[src/hw/rtl/llr_bd_pkg.sv]
`timescale 1ns / 1ps

package llr_bd_pkg;

    localparam int LLR_W    = 8;
    localparam int KEPT_W   = 8;
    localparam int ADDR_W   = 9;
    localparam int ROW_W    = 5;
    localparam int COL_W    = 4;
    localparam int OP_W     = 2;

    localparam logic [KEPT_W-1:0] KEPT_RESET = 8'd236;

    typedef logic signed [LLR_W-1:0] llr_t;

    typedef enum logic [OP_W-1:0] {
        OP_WRITE = 2'd0,
        OP_ERASE = 2'd1,
        OP_READ  = 2'd2,
        OP_RSVD  = 2'd3
    } op_t;

    typedef struct packed {
        logic              we;
        logic              re;
        logic [ADDR_W-1:0] addr;
        llr_t              wdata;
    } mem_req_t;

endpackage

[src/hw/rtl/llr_bd_mem.sv]
`timescale 1ns / 1ps

module llr_bd_mem #(
    parameter int CELLS = 252
) (
    input  logic                 clk,
    input  llr_bd_pkg::mem_req_t req,
    output llr_bd_pkg::llr_t     rdata
);

    localparam int AW = (CELLS > 1) ? $clog2(CELLS) : 1;

    llr_bd_pkg::llr_t mem [CELLS];

    always_ff @(posedge clk)
    begin
        if (req.we)
        begin
            mem[req.addr[AW-1:0]] <= req.wdata;
        end
        if (req.re)
        begin
            rdata <= mem[req.addr[AW-1:0]];
        end
    end

endmodule

[src/hw/rtl/llr_bd_ctrl.sv]
`timescale 1ns / 1ps

module llr_bd_ctrl #(
    parameter int ROWS = 28,
    parameter int COLS = 9
) (
    input  logic                              clk,
    input  logic                              rst_n,
    input  logic [llr_bd_pkg::KEPT_W-1:0]     kept_count,
    input  logic                              in_valid,
    output logic                              in_ready,
    input  logic [llr_bd_pkg::OP_W-1:0]       operation,
    input  logic [llr_bd_pkg::COL_W-1:0]      column,
    input  logic [llr_bd_pkg::ROW_W-1:0]      row,
    input  llr_bd_pkg::llr_t                  llr_in,
    output logic                              out_valid,
    input  logic                              out_ready,
    output llr_bd_pkg::llr_t                  llr_out,
    output logic                              read_valid,
    output logic                              last_entry,
    output logic                              rejected,
    output llr_bd_pkg::mem_req_t              mem_req,
    input  llr_bd_pkg::llr_t                  mem_rdata
);

    localparam int CELLS = ROWS * COLS;
    localparam int RW    = (ROWS > 1) ? $clog2(ROWS) : 1;
    localparam int LIM_W = llr_bd_pkg::ADDR_W + 1;

    typedef enum logic {
        S_IDLE,
        S_ERASE
    } state_t;

    state_t                             state_reg, state_next;
    logic [llr_bd_pkg::KEPT_W-1:0]      ptr_reg, ptr_next;
    logic [RW-1:0]                      erase_row_reg, erase_row_next;
    logic [llr_bd_pkg::ADDR_W-1:0]      erase_addr_reg, erase_addr_next;
    logic                               out_valid_reg, out_valid_next;
    logic                               read_valid_reg, read_valid_next;
    logic                               last_reg, last_next;
    logic                               rej_reg, rej_next;

    logic                               accept;
    logic [LIM_W-1:0]                   lim;
    logic [LIM_W-1:0]                   ptr_inc;
    logic                               wr_ok;
    logic                               col_ok;

    assign in_ready   = (state_reg == S_IDLE) && (!out_valid_reg || out_ready);
    assign accept     = in_valid && in_ready;
    assign out_valid  = out_valid_reg;
    assign read_valid = read_valid_reg;
    assign last_entry = last_reg;
    assign rejected   = rej_reg;
    assign llr_out    = read_valid_reg ? mem_rdata : '0;

    assign col_ok  = int'(column) < COLS;
    assign wr_ok   = col_ok && (int'(row) < ROWS);
    assign ptr_inc = LIM_W'(ptr_reg) + LIM_W'(1);

    always_comb
    begin
        if (kept_count == '0)
            lim = LIM_W'(1);
        else if (int'(kept_count) > CELLS)
            lim = LIM_W'(CELLS);
        else
            lim = LIM_W'(kept_count);
    end

    always_comb
    begin
        state_next      = state_reg;
        ptr_next        = ptr_reg;
        erase_row_next  = erase_row_reg;
        erase_addr_next = erase_addr_reg;
        out_valid_next  = out_valid_reg && !out_ready;
        read_valid_next = read_valid_reg;
        last_next       = last_reg;
        rej_next        = rej_reg;
        mem_req         = '0;

        case (state_reg)
            S_IDLE:
            begin
                if (accept)
                begin
                    read_valid_next = 1'b0;
                    last_next       = 1'b0;
                    rej_next        = 1'b0;
                    case (llr_bd_pkg::op_t'(operation))
                        llr_bd_pkg::OP_WRITE:
                        begin
                            out_valid_next = 1'b1;
                            if (wr_ok)
                            begin
                                mem_req.we    = 1'b1;
                                mem_req.addr  = llr_bd_pkg::ADDR_W'(row)
                                                * llr_bd_pkg::ADDR_W'(COLS)
                                                + llr_bd_pkg::ADDR_W'(column);
                                mem_req.wdata = llr_in;
                            end
                            else
                            begin
                                rej_next = 1'b1;
                            end
                        end
                        llr_bd_pkg::OP_ERASE:
                        begin
                            if (col_ok)
                            begin
                                state_next      = S_ERASE;
                                erase_row_next  = '0;
                                erase_addr_next = llr_bd_pkg::ADDR_W'(column);
                            end
                            else
                            begin
                                out_valid_next = 1'b1;
                                rej_next       = 1'b1;
                            end
                        end
                        llr_bd_pkg::OP_READ:
                        begin
                            out_valid_next  = 1'b1;
                            read_valid_next = 1'b1;
                            mem_req.re      = 1'b1;
                            mem_req.addr    = llr_bd_pkg::ADDR_W'(ptr_reg);
                            if (ptr_inc >= lim)
                            begin
                                last_next = 1'b1;
                                ptr_next  = '0;
                            end
                            else
                            begin
                                ptr_next = ptr_inc[llr_bd_pkg::KEPT_W-1:0];
                            end
                        end
                        default:
                        begin
                            out_valid_next = 1'b1;
                            rej_next       = 1'b1;
                        end
                    endcase
                end
            end
            S_ERASE:
            begin
                mem_req.we      = 1'b1;
                mem_req.addr    = erase_addr_reg;
                mem_req.wdata   = '0;
                erase_row_next  = erase_row_reg + RW'(1);
                erase_addr_next = erase_addr_reg + llr_bd_pkg::ADDR_W'(COLS);
                if (int'(erase_row_reg) == ROWS - 1)
                begin
                    state_next     = S_IDLE;
                    out_valid_next = 1'b1;
                end
            end
            default:
            begin
                state_next = S_IDLE;
            end
        endcase
    end

    always_ff @(posedge clk or negedge rst_n)
    begin
        if (!rst_n)
        begin
            state_reg      <= S_IDLE;
            ptr_reg        <= '0;
            erase_row_reg  <= '0;
            erase_addr_reg <= '0;
            out_valid_reg  <= 1'b0;
            read_valid_reg <= 1'b0;
            last_reg       <= 1'b0;
            rej_reg        <= 1'b0;
        end
        else
        begin
            state_reg      <= state_next;
            ptr_reg        <= ptr_next;
            erase_row_reg  <= erase_row_next;
            erase_addr_reg <= erase_addr_next;
            out_valid_reg  <= out_valid_next;
            read_valid_reg <= read_valid_next;
            last_reg       <= last_next;
            rej_reg        <= rej_next;
        end
    end

    a_no_rw_overlap: assert property (@(posedge clk) disable iff (!rst_n)
        !(mem_req.we && mem_req.re))
        else $error("memory read and write in the same cycle");

    a_ptr_in_range: assert property (@(posedge clk) disable iff (!rst_n)
        int'(ptr_reg) < CELLS)
        else $error("read pointer beyond matrix");

    a_read_result: assert property (@(posedge clk) disable iff (!rst_n)
        (accept && operation == llr_bd_pkg::OP_READ) |=> (out_valid_reg && read_valid_reg))
        else $error("read transfer gave no read result");

    a_erase_quiet: assert property (@(posedge clk) disable iff (!rst_n)
        (state_reg == S_ERASE) |-> (!out_valid_reg && !in_ready))
        else $error("output or input active during column erase");

    a_last_wraps: assert property (@(posedge clk) disable iff (!rst_n)
        (accept && operation == llr_bd_pkg::OP_READ && last_next) |=> (ptr_reg == '0))
        else $error("pointer did not wrap after last entry");

endmodule

[src/hw/rtl/llr_block_deinterleaver_top.sv]
`timescale 1ns / 1ps
// LLR block deinterleaver, ROWS x COLS matrix of signed 8-bit soft values.
// Input channel (in_valid/in_ready) carries operation, column, row, llr_in:
//   write stores llr_in at row*COLS+column, erase zeroes one column,
//   read returns the next row-major entry up to kept_count, then wraps.
// Every input transfer yields exactly one result on the output channel
// (out_valid/out_ready): llr_out, read_valid, last_entry, rejected.
// Out-of-range indexes and the reserved operation are flagged as rejected.
// Results for write, read and rejected items are registered and valid in the
// cycle after the input transfer; a column erase performs one memory write
// per row, and its result appears at the end.
// Throughput: one item per cycle while the receiver takes results, set by the
// single memory port; erase holds the input off until its column is cleared.
// kept_count is written through cfg_valid/cfg_ready (always ready); the user
// must write it only while idle, unenforced by the block. Reset clears the
// read pointer and sets kept_count to 236; the matrix is not cleared and must
// be written before it is read. When the receiver stalls the result is held
// in the output register and no new input is taken until it is transferred.
module llr_block_deinterleaver_top #(
    parameter int ROWS = 28,
    parameter int COLS = 9
) (
    input  logic                          clk,
    input  logic                          rst_n,
    input  logic                          cfg_valid,
    output logic                          cfg_ready,
    input  logic [llr_bd_pkg::KEPT_W-1:0] cfg_data,
    input  logic                          in_valid,
    output logic                          in_ready,
    input  logic [llr_bd_pkg::OP_W-1:0]   operation,
    input  logic [llr_bd_pkg::COL_W-1:0]  column,
    input  logic [llr_bd_pkg::ROW_W-1:0]  row,
    input  llr_bd_pkg::llr_t              llr_in,
    output logic                          out_valid,
    input  logic                          out_ready,
    output llr_bd_pkg::llr_t              llr_out,
    output logic                          read_valid,
    output logic                          last_entry,
    output logic                          rejected
);

    logic [llr_bd_pkg::KEPT_W-1:0] kept_reg;
    llr_bd_pkg::mem_req_t          mem_req;
    llr_bd_pkg::llr_t              mem_rdata;

    assign cfg_ready = 1'b1;

    always_ff @(posedge clk or negedge rst_n)
    begin
        if (!rst_n)
            kept_reg <= llr_bd_pkg::KEPT_RESET;
        else if (cfg_valid && cfg_ready)
            kept_reg <= cfg_data;
    end

    llr_bd_ctrl #(
        .ROWS (ROWS),
        .COLS (COLS)
    ) u_ctrl (
        .clk        (clk),
        .rst_n      (rst_n),
        .kept_count (kept_reg),
        .in_valid   (in_valid),
        .in_ready   (in_ready),
        .operation  (operation),
        .column     (column),
        .row        (row),
        .llr_in     (llr_in),
        .out_valid  (out_valid),
        .out_ready  (out_ready),
        .llr_out    (llr_out),
        .read_valid (read_valid),
        .last_entry (last_entry),
        .rejected   (rejected),
        .mem_req    (mem_req),
        .mem_rdata  (mem_rdata)
    );

    llr_bd_mem #(
        .CELLS (ROWS * COLS)
    ) u_mem (
        .clk   (clk),
        .req   (mem_req),
        .rdata (mem_rdata)
    );

endmodule
[config.mk]
export PLATFORM = sky130hd
export DESIGN_NAME = llr_block_deinterleaver_top
export DESIGN_NICKNAME = d
export VERILOG_FILES = /design/src/hw/rtl/llr_bd_pkg.sv /design/src/hw/rtl/llr_bd_mem.sv /design/src/hw/rtl/llr_bd_ctrl.sv /design/src/hw/rtl/llr_block_deinterleaver_top.sv
export SDC_FILE = /design/constraint.sdc
export NUM_CORES = 2
export LEC_CHECK = 0
export BUFFER_PORTS_ARGS = -buffer_cell sky130_fd_sc_hd__buf_2
export CAP_MARGIN = 0
export CORE_MARGIN = 2
export CORE_UTILIZATION = 45
export DETAILED_ROUTE_END_ITERATION = 7
export GPL_ROUTABILITY_DRIVEN = 0
export PLACE_DENSITY_LB_ADDON = 0.05
export SYNTH_ARGS = -nofsm -noshare
export SYNTH_HDL_FRONTEND = slang
export SYNTH_SLANG_ARGS = --single-unit
[constraint.sdc]
create_clock -name clk -period 14.05 [get_ports clk]
set_input_delay 0 -clock clk [delete_from_list [all_inputs] [get_ports clk]]
set_output_delay 0 -clock clk [all_outputs]
set_load 0.005 [all_outputs]
**Word-level counts from Yosys, hierarchy flattened**

Memories as Yosys holds them, arrays and structs flattened. A register that Yosys moved wholly into a read port is not among the register bits.
Cells that the tools add are included.

- Register bits after elaboration: 35
- RAM bits: 2,016
- Output and inout bits: 14
- Memories kept: 1

- Add/sub/neg operators: 4
- Multiply operators: 1
- Order comparisons: 4
- Eq/ne operators: 6
- Mux-type cells: 39
- Bitwise gates (word level): 1
- Reductions and logical operators: 12

Memories:

| memory | depth | bits a word | rd ports | clocked after memory_dff | write ports | line | source |
|---|---|---|---|---|---|---|---|
| u_mem.mem | 252 | 8 | 1 | 1 | 1 | llr_bd_mem.sv:13 | `llr_bd_pkg::llr_t mem [CELLS];` |

Operators with widths:

| kind | number |
|---|---|
| $mux 8 | 5 |
| $pmux 9 s2 | 2 |
| $pmux 16 s2 | 1 |
| $mux 9 | 3 |
| $mux 19 | 1 |
| $mux 1 | 18 |
| $mux 17 | 1 |
| $mux 5 | 3 |
| $ge 10x8->1 | 1 |
| $pmux 5 s2 | 1 |
| $add 8x1->9 const B | 1 |
| $add 9x4->9 | 1 |
| $add 9x4->9 const B | 1 |
| $mul 5x4->9 const B | 1 |
| $gt 8x8->1 const B | 1 |
| $logic_not 8->1 | 1 |
| $pmux 1 s2 | 3 |
| $reduce_and 3->1 | 2 |
| $add 5x1->5 const B | 1 |
| $eq 5x4->1 const B | 1 |
| $lt 5x5->1 const B | 1 |
| $logic_and 1x1->1 | 4 |
| $lt 4x4->1 const B | 1 |
| $ne 2x1->1 const B | 2 |
| other kinds (9) | 10 |

**Depth between registers and ports, before layout**

- Depth after elaboration: 8
- Depth in mapped cells: 16

**By module**

Synthesis repeated with hierarchy kept, for this count alone.

- Cell total of the unflattened synthesis: 3,854
- Area total of the unflattened synthesis: 80,438.4 um^2

Modules (own cells, without submodules):

| module | times used | cells each | area each (um^2) | seq. area each (um^2) |
|---|---|---|---|---|
| llr_bd_mem | 1 | 3,569 | 77,764.6 | 60,778.3 |
| llr_bd_ctrl | 1 | 266 | 2,324.7 | 675.6 |
| llr_block_deinterleaver_top | 1 | 19 | 349.1 | 206.4 |

**Least setup slack after synthesis**

Ideal clock, no wire load.

- Kind: register to register
- From: register u_ctrl.out_valid_reg (netlist: u_ctrl.out_valid)
- To: memory u_mem.mem[0][0] (netlist name), data pin
- Arrival time: 4,345 ps
- Slack: 8,840 ps
- Stages on the path, launching flop included: 5
- Clock period less this slack: 5,210 ps
- Cells stage by stage: dfrtp_1 > nor2b_2 > nor3_1 > clkbuf_1 > and3_1

RTL lines:

| what | line | source |
|---|---|---|
| from (decl) | llr_bd_ctrl.sv:39 | `logic out_valid_reg, out_valid_next;` |
| from (signal assigned) | llr_bd_ctrl.sv:186 | `out_valid_reg <= out_valid_next;` |
| to (decl) | llr_bd_mem.sv:13 |  |

**Final worst setup path**

- From: register u_ctrl.state_reg
- To: register u_mem.rdata[2] (read register of u_mem.mem), data pin

- Longest elaborated chain between the ends: 5
- Elaborated cells on any way between the ends: 6

RTL lines:

| what | line | source |
|---|---|---|
| from (decl) | llr_bd_ctrl.sv:35 | `state_t state_reg, state_next;` |
| from (signal assigned) | llr_bd_ctrl.sv:182 | `state_reg <= state_next;` |
| $not 1->1 (no source line) | n/a |  |
| $logic_and 1x1->1 | llr_bd_ctrl.sv:50 | `assign in_ready = (state_reg == S_IDLE) && (!out_valid_reg \|\| out_ready);` |
| $logic_and 1x1->1 | llr_bd_ctrl.sv:51 | `assign accept = in_valid && in_ready;` |
| $mux 19 | llr_bd_ctrl.sv:87 | `if (accept)` |
| $pmux 16 s2 or $mux 1 (tied branches) | llr_bd_ctrl.sv:84 | `case (state_reg)` |
| to (decl) | llr_bd_mem.sv:8 | `output llr_bd_pkg::llr_t rdata` |

Several ways; a longest one is shown, not always the timed one.
A chain may end at the register's enable or synchronous reset.

==> flow_summary_export.csv <==
group,metric,value,unit
run_status,status,"completed",
cells_and_area,largest_register_ffs,2016,
detailed_routing,drc,0,
floorplan,fp.dieH,432.5,µm
cts,cts-root-buf,"clkbuf_16",
logic_synthesis,synth_cells,6261,
critical_path,slowest_delay,940,ps
grt,grt_pass1_wl,375900,µm
placed_design,place_hpwl,157800,µm
critical_path,required,14610,ps
detailed_routing,vias,52600,
timing,min_period_over_period,46.29,%
logic_synthesis,synth-xor-area-share,0.1590,%
floorplan,core,0.1827,mm²
cells_and_area,syn2layout_area_growth,11.61,%
cells_and_area,fill_cells,15910,
detailed_routing,routed_via_density,5.947,
timing,min_period,6504,ps
timing,hold-worst-slack,275.7,ps
detailed_routing,wl_per_cell,29.67,µm
logic_synthesis,synthMuxAreaShare,1.637,%
timing,setup_ws,7546,ps
floorplan,dieArea,0.1871,mm²
cells_and_area,utilization,50.48,%
cts,insertion_delay,870,ps
logic_synthesis,synth_area_per_cell,13.20,µm²
critical_path,crit_path_start_kind,"flop",
cts,cts_max_path_buffers,3,
floorplan,io_pins,46,
cells_and_area,layout_commonest_cell,"edfxtp_1",
grt,grt_antenna_before_repair,6,
timing,setup_viol,0,
logic_synthesis,yosysTopAreaCell,"edfxtp_1",
logic_synthesis,synth_top_family_by_area,"simple AND/OR/NAND/NOR gates",
logic_synthesis,synth_compound_area_share,7.384,%
logic_synthesis,synthSimpleGateAreaFrac,13.61,%
critical_path,path_max_fanout,63,
timing,slew_headroom,6.062,%
power,peakVddDrop,0.1724,mV
cells_and_area,multi_input_area,0.01934,mm²
cts,post_cts_resized,0,
timing,rsz0062_at_grt,"no",
grt,grt_use_total,27.87,%
critical_path,worstSetupPathType,"reg2reg",
timing,setup_tns,0,ps
logic_synthesis,postSynth.asyncResetShare,1.652,%
critical_path,cp_common_cell,"buf_4",
timing,finalHoldViolCount,0,
cts,clock_sinks,2058,
power,cellPowerDensity,206.5,mW/mm²
floorplan,dieWidth,432.5,µm
cells_and_area,nNetsFinal,6348,
logic_synthesis,seq_area_frac_synth,74.59,%
cts,numCtsBuffers,214,
critical_path,crit_path_cell_trace,"buf_4, nand2b_4, o31ai_1, o21a_4, buf_4, buf_4, mux2_2, o22ai_1, a221oi_1, o21ai_0, a21oi_1, a211oi_1, nand4b_1",
logic_synthesis,yosysUniqueCellTypes,75,
cts,clkSlewWorstSetupHoldPaths,70,ps
detailed_routing,totalWireLength,262400,µm
cells_and_area,layout_common_cells,"edfxtp_1, nand2_1, nand3_1",
grt,grt_remaining_overflow,0,
critical_path,cp_data_arrival_time,7070,ps
timing,finalMaxSlewViolations,0,
logic_synthesis,synth_fa_ha_area_share,0.4028,%
power,power,0.01904,W
logic_synthesis,synth-edff-count,2024,
cells_and_area,drive_gt1_share,7.823,%
logic_synthesis,netlist.area_leader.share,73.55,%
cts,cts_tree,"yes",
cts,htreeDepth,4,
logic_synthesis,yosys-top-cells-area,"edfxtp_1, nand2_1, nand3_1",
run,maxCapViolCount,0,
placed_design,portBuffers,44,
logic_synthesis,synthesis.area,0.08264,mm²
timing,max_clock_freq,0.1538,GHz
timing,fin_skew,31.94,ps
detailed_routing,postRouteAntennaNets,0,
logic_synthesis,ys_ff_latch,2058,
cells_and_area,regArea,0.06164,mm²
logic_synthesis,synth_ff_type,"edfxtp_1",
placed_design,dp_slack,7638,ps
critical_path,critPathCaptureType,"flop",
grt,grt_pass1_vias,50570,
critical_path,crit_slowest_cell,"a211oi_1",
grt,grt_max_degree,156,
floorplan,start_util,45.23,%
logic_synthesis,syn-num-nets,6319,
critical_path,worst-r2r-cell-count,13,
hold_path,hp-class,"in2async",
power,p_leak,29.21,nW
timing,worstMarginPinSlew,1406,ps
logic_synthesis,yosysWarningCount,0,
detailed_routing,drt_iter0_markers,6349,
floorplan,rows,157,
detailed_routing,drtPass1Iterations,6,
[layout make-up]
class / count / share of cell area, %
clock inverters: 96 / 0.7272
inverters: 16 / 0.06512
clock buffers: 285 / 6.234
well taps: 2385 / 3.236
multi-input cells: 3787 / 20.97
flip-flops and latches: 2058 / 66.83
diodes: 6 / 0.01628
repair buffers: 213 / 1.918
[cell families (layout without fill, tap and decap cells)]
| group | after synthesis | in the layout |
|---|---|---|
| AO/OA/AOI/OAI | 936 | 936 |
| flip-flops | 2058 | 2058 |
| other | 1 | 7 |
| AND/OR/NAND/NOR | 2683 | 2683 |
| buffers and inverters | 416 | 610 |
| multiplexers | 126 | 126 |
| adder cells (fa/ha/maj) | 26 | 26 |
| XOR/XNOR | 15 | 15 |
[per-layer routing]
metal | routed length [µm] | part of all wire [%] | track usage (%)
met1 | 113100 | 43 | 39.70
met2 | 122600 | 47 | 43.77
met3 | 18170 | 6.9 | 4.536
met4 | 8454 | 3.2 | 9.165
met5 | 13 | 0.0050 | 0
[where the power goes]
group	internal (W)	total (W)	switching, W
Clock	0.00297	0.00533	0.00235
Combinational	0.00178	0.00677	0.00499
Sequential	0.00686	0.00694	0.0000842
[cell usage after synthesis (all sizes together) (16+ instances only)]
master / count
a211oi: 19
a21oi: 371
a221oi: 29
a22oi: 45
a311oi: 37
a31oi: 48
a32oi: 73
and3: 78
buf: 242
clkbuf: 158
dfrtp: 29
edfxtp: 2024
ha: 25
inv: 16
mux2: 33
mux2i: 89
nand2: 1638
nand3: 504
nand4: 30
nor2: 322
nor3: 47
o211ai: 23
o21ai: 99
o221ai: 16
o22ai: 64
[worst paths after layout]
path / from / endpoint / slack, ps
min in group clk: row[3] / u_mem.mem[207][2] / 290
setup / recovery: u_ctrl.state_reg / u_mem.rdata[2] / 7550
hold reg to reg: u_ctrl.erase_row_reg[4] / u_ctrl.erase_row_reg[4] / 500
setup reg to reg: u_ctrl.state_reg / u_mem.rdata[2] / 7550
max in group asynchronous: rst_n / u_ctrl.erase_addr_reg[7] / 13580
hold / removal: rst_n / kept_reg[2] / 280
[through the flow]
step           cells  cell area [µm²]
3_3_place_gp    8394            85140
4_1_cts         8840            92210
6_report        8846            92230
2_1_floorplan   6261            82640
5_1_grt         8840            92210
3_5_place_dp    8395            85140
[worst max-delay path: cells and delay by family, from the launching register on]
family / cells / cell delay (ps)
AOI/OAI and AO/OA: 7 / 3260
buffers and inverters: 3 / 1560
DFF: 1 / 520
muxes: 1 / 420
and+or+nand+nor: 2 / 350
[timing repair]
action / CTS / global route
hold buffers: 64 / 0
setup buffers: 0 / 0
hold endpoints to repair: 410 / 0
Note: power is estimated with default switching activity, not from simulation.
